==> src/ptm_pkg.sv <==
// Page table map engine: shared types and constants.
// Beat structs, controller/datapath command and status structs, state and code names.
// No dependencies.
`timescale 1ns / 1ps
`default_nettype none

package ptm_pkg;

    // Table geometry (fixed)
    localparam int ENTRIES_PER_TABLE = 512;
    localparam int LEVELS            = 4;
    localparam int IDX_W             = 9;

    // Request kinds
    localparam logic [1:0] KIND_MAP   = 2'd0;
    localparam logic [1:0] KIND_REMAP = 2'd1;
    localparam logic [1:0] KIND_UNMAP = 2'd2;

    // Result codes
    typedef enum logic [1:0] {
        ST_DONE    = 2'd0,
        ST_INVALID = 2'd1,
        ST_NOMEM   = 2'd2
    } t_status;

    // Request beat
    typedef struct packed {
        logic [1:0]  kind;
        logic [47:0] virt_addr;
        logic [51:0] phys_addr;
        logic [2:0]  prot;
    } t_req;

    // Result beat
    typedef struct packed {
        t_status     status;
        logic [63:0] entry_value;
    } t_rsp;

    // Controller states
    typedef enum logic [2:0] {
        S_ROOT_CLR,
        S_IDLE,
        S_WALK_RD,
        S_WALK_CHK,
        S_FRAME_CLR,
        S_LINK,
        S_LEAF_WR,
        S_FINISH
    } t_state;

    // Controller -> datapath
    typedef struct packed {
        logic    load;
        logic    rd;
        logic    descend;
        logic    alloc;
        logic    clr;
        logic    link;
        logic    leaf_wr;
        logic    res_load;
        t_status res_status;
    } t_dp_cmd;

    // Datapath -> controller
    typedef struct packed {
        logic present;
        logic frames_left;
        logic clr_last;
        logic level_zero;
        logic is_map;
        logic kind_ok;
    } t_dp_stat;

endpackage

`default_nettype wire

==> src/ptm_ctrl.sv <==
// Page table map engine: controller state machine.
// Sequences root clear, table walk, frame allocation/clear and leaf update.
// Depends on ptm_pkg.
`timescale 1ns / 1ps
`default_nettype none

module ptm_ctrl
    import ptm_pkg::*;
(
    input  wire logic     i_clk,
    input  wire logic     i_rst_n,
    input  wire logic     i_req_valid,
    output logic          o_req_ready,
    output logic          o_rsp_valid,
    input  wire logic     i_rsp_ready,
    input  wire t_dp_stat i_stat,
    output t_dp_cmd       o_cmd
);

    t_state  r_state, n_state;
    t_status r_st, n_st;
    logic    r_out_valid, n_out_valid;

    // State and pending result code
    always_ff @(posedge i_clk) begin
        if (!i_rst_n) begin
            r_state     <= S_ROOT_CLR;
            r_st        <= ST_DONE;
            r_out_valid <= 1'b0;
        end else begin
            r_state     <= n_state;
            r_st        <= n_st;
            r_out_valid <= n_out_valid;
        end
    end

    // Next state and commands
    always_comb begin
        n_state          = r_state;
        n_st             = r_st;
        n_out_valid      = r_out_valid && !i_rsp_ready;
        o_req_ready      = 1'b0;
        o_cmd            = '0;
        o_cmd.res_status = r_st;
        case (r_state)
            S_ROOT_CLR: begin
                o_cmd.clr = 1'b1;
                if (i_stat.clr_last) n_state = S_IDLE;
            end
            S_IDLE: begin
                o_req_ready = 1'b1;
                if (i_req_valid) begin
                    o_cmd.load = 1'b1;
                    n_state    = S_WALK_RD;
                end
            end
            S_WALK_RD: begin
                if (!i_stat.kind_ok) begin
                    n_st    = ST_INVALID;
                    n_state = S_FINISH;
                end else begin
                    o_cmd.rd = 1'b1;
                    n_state  = S_WALK_CHK;
                end
            end
            S_WALK_CHK: begin
                if (i_stat.level_zero) begin
                    // leaf: map needs it empty, remap/unmap need it present
                    if (i_stat.is_map == i_stat.present) begin
                        n_st    = ST_INVALID;
                        n_state = S_FINISH;
                    end else begin
                        n_state = S_LEAF_WR;
                    end
                end else if (i_stat.present) begin
                    o_cmd.descend = 1'b1;
                    n_state       = S_WALK_RD;
                end else if (!i_stat.is_map) begin
                    n_st    = ST_INVALID;
                    n_state = S_FINISH;
                end else if (!i_stat.frames_left) begin
                    n_st    = ST_NOMEM;
                    n_state = S_FINISH;
                end else begin
                    o_cmd.alloc = 1'b1;
                    n_state     = S_FRAME_CLR;
                end
            end
            S_FRAME_CLR: begin
                o_cmd.clr = 1'b1;
                if (i_stat.clr_last) n_state = S_LINK;
            end
            S_LINK: begin
                o_cmd.link = 1'b1;
                n_state    = S_WALK_RD;
            end
            S_LEAF_WR: begin
                o_cmd.leaf_wr = 1'b1;
                n_st          = ST_DONE;
                n_state       = S_FINISH;
            end
            S_FINISH: begin
                // wait for the output register to drain
                if (!r_out_valid || i_rsp_ready) begin
                    o_cmd.res_load = 1'b1;
                    n_out_valid    = 1'b1;
                    n_state        = S_IDLE;
                end
            end
            default: begin
                n_state = S_IDLE;
            end
        endcase
    end

    assign o_rsp_valid = r_out_valid;

endmodule

`default_nettype wire

==> config.mk <==
export PLATFORM = sky130hd
export DESIGN_NAME = ptm_ctrl
export DESIGN_NICKNAME = d
export VERILOG_FILES = /design/src/ptm_pkg.sv /design/src/ptm_ctrl.sv
export SDC_FILE = /design/constraint.sdc
export NUM_CORES = 1
export LEC_CHECK = 0
export BUFFER_PORTS_ARGS = -buffer_cell sky130_fd_sc_hd__buf_2
export CAP_MARGIN = 40
export CORE_MARGIN = 8
export CORE_UTILIZATION = 37
export CTS_BUF_LIST = sky130_fd_sc_hd__clkbuf_16
export DETAILED_ROUTE_END_ITERATION = 16
export PLACE_DENSITY = 0.76
export RECOVER_POWER = 50
export SETUP_SLACK_MARGIN = 0.5
export SLEW_MARGIN = 20
export SYNTH_ARGS = -nofsm -noshare
export SYNTH_HDL_FRONTEND = slang
export SYNTH_SLANG_ARGS = --single-unit
export TNS_END_PERCENT = 5
==> constraint.sdc <==
create_clock -name i_clk -period 3.56 [get_ports i_clk]
set_input_delay 0.356 -clock i_clk [delete_from_list [all_inputs] [get_ports i_clk]]
set_output_delay 0.356 -clock i_clk [all_outputs]
set_load 0.1 [all_outputs]
==> results of run 1 <==
cells by family after synthesis:
group / Yosys count / share of synthesized area (%)
AOI/OAI and AO/OA: 20 / 29.72
and+or+nand+nor: 28 / 34.01
DFF: 6 / 24.18
buffers and inverters: 9 / 12.09
cells in the mapped netlist, drive strengths merged:
library cell	n
a211o	2
a21oi	5
a2bb2oi	1
a31oi	2
and2	2
and3	1
and3b	1
and4bb	1
buf	4
clkbuf	1
dfxtp	6
inv	4
nand2	5
nand2b	2
nand3	3
nand4b	2
nor2	5
nor2b	1
nor3	1
nor3b	1
nor4b	1
o211a	2
o211ai	1
o21a	1
o21ai	1
o221ai	1
o22a	1
o31ai	1
o32a	1
o32ai	1
or2	2
power groups by stage:
stage               Combinational, mW  Clock [mW]  Sequential [mW]
floorplan                      0.0971           0           0.0867
global placement                0.115           0           0.0835
detailed placement              0.116           0           0.0843
CTS                             0.116       0.181           0.0835
global route                    0.122       0.184           0.0855
finish                          0.116       0.178           0.0838
worst max-delay path by stage:
stage                     startpoint       end  slack (ns)  cells after the start
after floorplan           r_state[2]  o_cmd[9]        0.52                      3
after global placement    r_state[0]  o_cmd[6]        1.78                      4
after detailed placement  r_state[0]  o_cmd[6]        1.74                      4
after CTS                 r_state[0]  o_cmd[6]        1.48                      4
after global routing      r_state[0]  o_cmd[6]        1.36                      4
final                     r_state[0]  o_cmd[6]        1.46                      4
worst reg2reg max path, cell delays in order (launching register included):
cell      delay, ns
dfxtp_1        0.57
nand2b_1       0.19
o32a_1         0.39
nand4b_1       0.12
o221ai_1       0.13
layout make-up:
class / count / area (µm²) / area share (%)
multi-input cells: 48 / 322.8 / 49.43
flip-flops and latches: 6 / 120.1 / 18.39
repair buffers: 21 / 101.3 / 15.52
clock buffers: 3 / 75.07 / 11.49
well taps: 15 / 18.77 / 2.874
inverters: 4 / 15.01 / 2.299
metrics by stage:
stage / setup WS [ns] / utilization [%] / total power [mW]
6_report: 1.459 / 50.83 / 0.3775
4_1_cts: 1.477 / 51.12 / 0.3814
5_1_grt: 1.359 / 50.83 / 0.3918
3_5_place_dp: 1.742 / 45.28 / 0.2007
3_3_place_gp: 1.779 / 45.28 / 0.1986
2_1_floorplan: 0.5205 / - / 0.1838
state kept, by name (all words and copies together), names as in the netlist:
name         flops
r_st             2
r_state          3
o_rsp_valid      1
layer usage:
metal / track usage [%] / up-vias
met5: 0 / -
met4: 5.172 / 0
met3: 2.841 / 2
met2: 15.22 / 22
met1: 10.72 / 246
li1: - / 272
==> out/qor.yml, run 1 <==
drt_iter0_drc: 10
top_layer_used: "met4"
timing.setup.tns_ns: 0
cts_buffer_depth: 2
tightest_slew_ns: 1.168
die-area_um2: 2771
critPathLaunchType: "flip-flop"
worstSkewPairLatency_ns: 0.22
cp_max_fo: 14
powerDensity_nw_per_um2: 577.9
dp.cells: 94
drive_gt1_share_pct: 32.93
synth_top_area_cell: "dfxtp_1"
dr.pass1.iters: 4
instances_no_fill: 97
wirelength_um: 1283
vias: 542
netlist.area_leader.share_pct: 24.18
min_to: "r_state[1]"
post_cts_buffers: 0
clkTransAtPathRegs_ns: 0.03
dr_wl_met2_um: 629
grt-ovfl-total: 0
coreArea_um2: 1285
slew_viol_final: 0
finalHoldViolations: 0
wl_per_cell_um: 13.23
grt_pass1_vias: 468
r2r_cells: 4
crit_chain: "and4bb_2 > nand3_1 > nor2_1 > buf_2"
r2r-end: "r_state[2]"
path_buf_inv: 1
skew_ns: 0.0007032
whs_ns: 0.4436
worstPathRequired_ns: 3.20
antenna_found_initial: 0
cts_buffers: 3
final_common_cell: "buf_2"
drtAntennaViolNets: 0
yosys_warnings: 0
cts_tree: "yes"
swShare_pct: 34.87
die_h_um: 52.64
grt_pass1_wl_um: 2035
final_area_um2: 653.1
ys_ff_latch: 6
synthCells: 63
drv_cap: 0
status: "finished clean"
rrSetupSlack_ns: 2.03
start_util_pct: 38.66
fin_nets: 94
synth_area_leaders: "dfxtp_1 24%, a21oi_1 5.0%, buf_6 4.5%"
ys_seq_area_share_pct: 24.18
critPathTopFamily: "flip-flops"
place_area_um2: 581.8
p_sw_uw: 131.6
gr-usage-all-layers_pct: 9.416
period_needed_ns: 2.101
slowest_stage: "dfxtp_1"
p_int_uw: 245.8
diodes: 0
io_pins: 22
avgSynthCellArea_um2: 7.885
dp_hpwl_um: 1025
drc: 0
port_buffers: 21
rows: 13
final_cell_mix: "18 x buf_2, 6 x dfxtp_1, 5 x nor2_1, 5 x nand2_1, 5 x a21oi_1"
synth_area_um2: 496.7
timing.fmax_mhz: 475.9
combPwrFrac_pct: 30.7
power.leakage_nw: 0.3097
htreeDepth: 1
max_stage_delay_ns: 0.57
gp_congestion: 0.7026
clock_sinks: 6
wl_met3_um: 96
grt_max_degree: 15
ys_types: 33
vias_per_cell: 5.588
finalSetupViolations: 0
cp.arrival_ns: 1.75
vdd_drop_max_v: 0.0003294
seq_power_share_pct: 22.2
syn_to_final_growth_pct: 31.49
rsz0062_at_grt: "no"
mappedNetlistNets: 73
post_cts_resized: 0
drt-met1-wl_um: 542
criticalPathCategory: "reg -> out"
dieWidth_um: 52.64
cts-root-buf: "clkbuf_16"
hold_depth: 3
hp-class: "in -> reg"
slew_headroom_pct: 22.46
period_share_pct: 59.02
cp-end-kind: "primary output"
cts_hold_buf: 0
holdCritStartpoint: "i_rst_n"
r2r_start: "r_state[0]"
fillerInstances: 135
p_clk_share_pct: 47.1
No activity file was read; power rests on OpenSTA's default activity.
==> run 2, diff against run 1 <==
--- a/config.mk
+++ b/config.mk
@@ -11,7 +11,7 @@
 export CORE_UTILIZATION = 37
 export CTS_BUF_LIST = sky130_fd_sc_hd__clkbuf_16
 export DETAILED_ROUTE_END_ITERATION = 16
-export PLACE_DENSITY = 0.76
+export PLACE_DENSITY = 0.79
 export RECOVER_POWER = 50
 export SETUP_SLACK_MARGIN = 0.5
 export SLEW_MARGIN = 20
==> constraint.sdc (replaced) <==
create_clock -name i_clk -period 1.75 [get_ports i_clk]
set_input_delay 0.175 -clock i_clk [delete_from_list [all_inputs] [get_ports i_clk]]
set_output_delay 0.175 -clock i_clk [all_outputs]
set_load 0.1 [all_outputs]
==> out/qor.yml, run 2 (synthesized netlist as in run 1, its figures left out) <==
status: "finished clean"  # unchanged
period_needed_ns: 1.562
worstPathRequired_ns: 1.57  # was 3.20 ns
finalHoldViolations: 0  # unchanged
rsz0062_at_grt: "yes"  # was no
drtAntennaViolNets: 0  # unchanged
final_common_cell: "buf_2"  # unchanged
dieWidth_um: 52.64  # unchanged
htreeDepth: 1  # unchanged
grt_pass1_wl_um: 2394  # was 2035 µm
cts_buffer_depth: 2  # unchanged
grt_max_degree: 10  # was 15
cp.arrival_ns: 1.39  # was 1.75 ns
antenna_found_initial: 0  # unchanged
vias: 594  # was 542
largest_register_ffs: 3  # unchanged
cts-root-buf: "clkbuf_16"  # unchanged
critPathTopFamily: "buffers and inverters"  # was flip-flops
vdd_drop_max_v: 0.0006889  # was 0.0003294 V
whs_ns: 0.2524  # was 0.4436 ns
diodes: 0  # unchanged
hp-class: "in -> reg"  # unchanged
cts_tree: "yes"  # unchanged
die_h_um: 52.64  # unchanged
finalSetupViolations: 0  # unchanged
slew_viol_final: 0  # unchanged
vias_per_cell: 5.881  # was 5.588
clock_sinks: 6  # unchanged
fin_nets: 98  # was 94
critPathLaunchType: "flip-flop"  # unchanged
rows: 13  # unchanged
path_buf_inv: 1  # unchanged
gr-usage-all-layers_pct: 11.50  # was 9.416%
slowest_stage: "clkbuf_2"  # was dfxtp_1
max_stage_delay_ns: 0.46  # was 0.57 ns
multi_input_area_um2: 371.6  # was 322.8 µm²
drc: 0  # unchanged
powerDensity_nw_per_um2: 973.3  # was 577.9 nW/µm²
timing.setup.tns_ns: 0  # unchanged
power.leakage_nw: 0.3769  # was 0.3097 nW
coreArea_um2: 1285  # unchanged
die-area_um2: 2771  # unchanged
wl_per_cell_um: 15.24  # was 13.23 µm
final_area_um2: 849.6  # was 653.1 µm²
tightest_slew_ns: 0.5473  # was 1.168 ns
dr.pass1.iters: 4  # unchanged
top_register: "r_state"  # unchanged
seqCellArea_um2: 128.9  # was 120.1 µm²
skew_ns: 0.0004085  # was 0.0007032 ns
wirelength_um: 1539  # was 1283 µm
power_uw: 826.9  # was 377.5 µW
start_util_pct: 38.66  # unchanged
syn_to_final_growth_pct: 71.03  # was 31.49%
gp_congestion: 0.7853  # was 0.7026
cts_buffers: 3  # unchanged
grt-ovfl-total: 0  # unchanged
timing.fmax_mhz: 640.4
dp_hpwl_um: 1114  # was 1025 µm
drt_iter0_drc: 17  # was 10
cp_max_fo: 6  # was 14
criticalPathCategory: "reg -> out"  # unchanged
place_area_um2: 753.2  # was 581.8 µm²
port_buffers: 21  # unchanged
slew_headroom_pct: 63.67  # was 22.46%
final_cell_mix: "10 x buf_2, 7 x buf_12, 5 x nand2_1, 5 x a21oi_1"  # was 18 x buf_2, 6 x dfxtp_1, 5 x nor2_1, 5 x nand2_1, 5 x a21oi_1
io_pins: 22  # unchanged
drv_cap: 0  # unchanged
worstSkewPairLatency_ns: 0.23  # was 0.22 ns
cp-end-kind: "primary output"  # unchanged
fillerInstances: 98  # was 135
cts_hold_buf: 0  # unchanged
crit_chain: "nand2b_1 > nor2_4 > clkbuf_2"  # was and4bb_2 > nand3_1 > nor2_1 > buf_2
grt_pass1_vias: 547  # was 468
period_share_pct: 89.24
clkTransAtPathRegs_ns: 0.03  # about the same
drive_gt1_share_pct: 51.16  # was 32.93%
[run 2: cell types whose count changed in the layout (fill, tap and decap cells not counted), sizes merged]
cell,previous run,this run
clkbuf,6,8
buf,18,20
[run 2: final cells by class]
type                       count  share of cell area (%)
clock buffer                   3                   8.837
inverter                       4                   1.767
multi-input combinational     48                   43.74
sequential                     6                   15.17
tap                           15                   2.209
timing repair buffer          25                   28.28
[run 2: worst paths after layout]
check | start | to | slack, ns | depth (start not counted)
worst min register to register | r_st[1] | r_st[1] | 0.50 | 1
worst max-delay path | r_state[2] | o_req_ready | 0.19 | 3
worst max register to register | r_state[2] | r_st[0] | 0.28 | 5
worst min-delay path | i_rst_n | r_state[0] | 0.25 | 2
[run 2: metrics by stage]
stage	worst slack [ns]	utilization, %	std cells
floorplan	0.03403	-	63
global placement	0.3191	58.62	96
detailed placement	0.2277	58.62	96
CTS	0.2554	67.67	101
global route	0.1489	66.11	101
finish	0.1884	66.11	101
[run 2: power breakdown]
part	switching, mW	leakage, nW	internal (mW)
combinational	0.199	0.289	0.0920
sequential	0.0176	0.0506	0.148
clock	0.0770	0.0370	0.293
[run 2: timing repair]
| item | in CTS | in global routing |
|---|---|---|
| pin swaps | 1 | 1 |
| endpoints found under the setup margin | 14 | 14 |
| setup buffers | 2 | 0 |
| gates resized for setup | 6 | 1 |
[run 2: routing by layer]
metal	GRT usage, %	share of wire [%]	up-vias
li1	-	-	282
met1	13.40	35	276
met2	17.98	52	29
met3	3.693	10	7
met4	6.466	2.8	0
met5	0	0	-
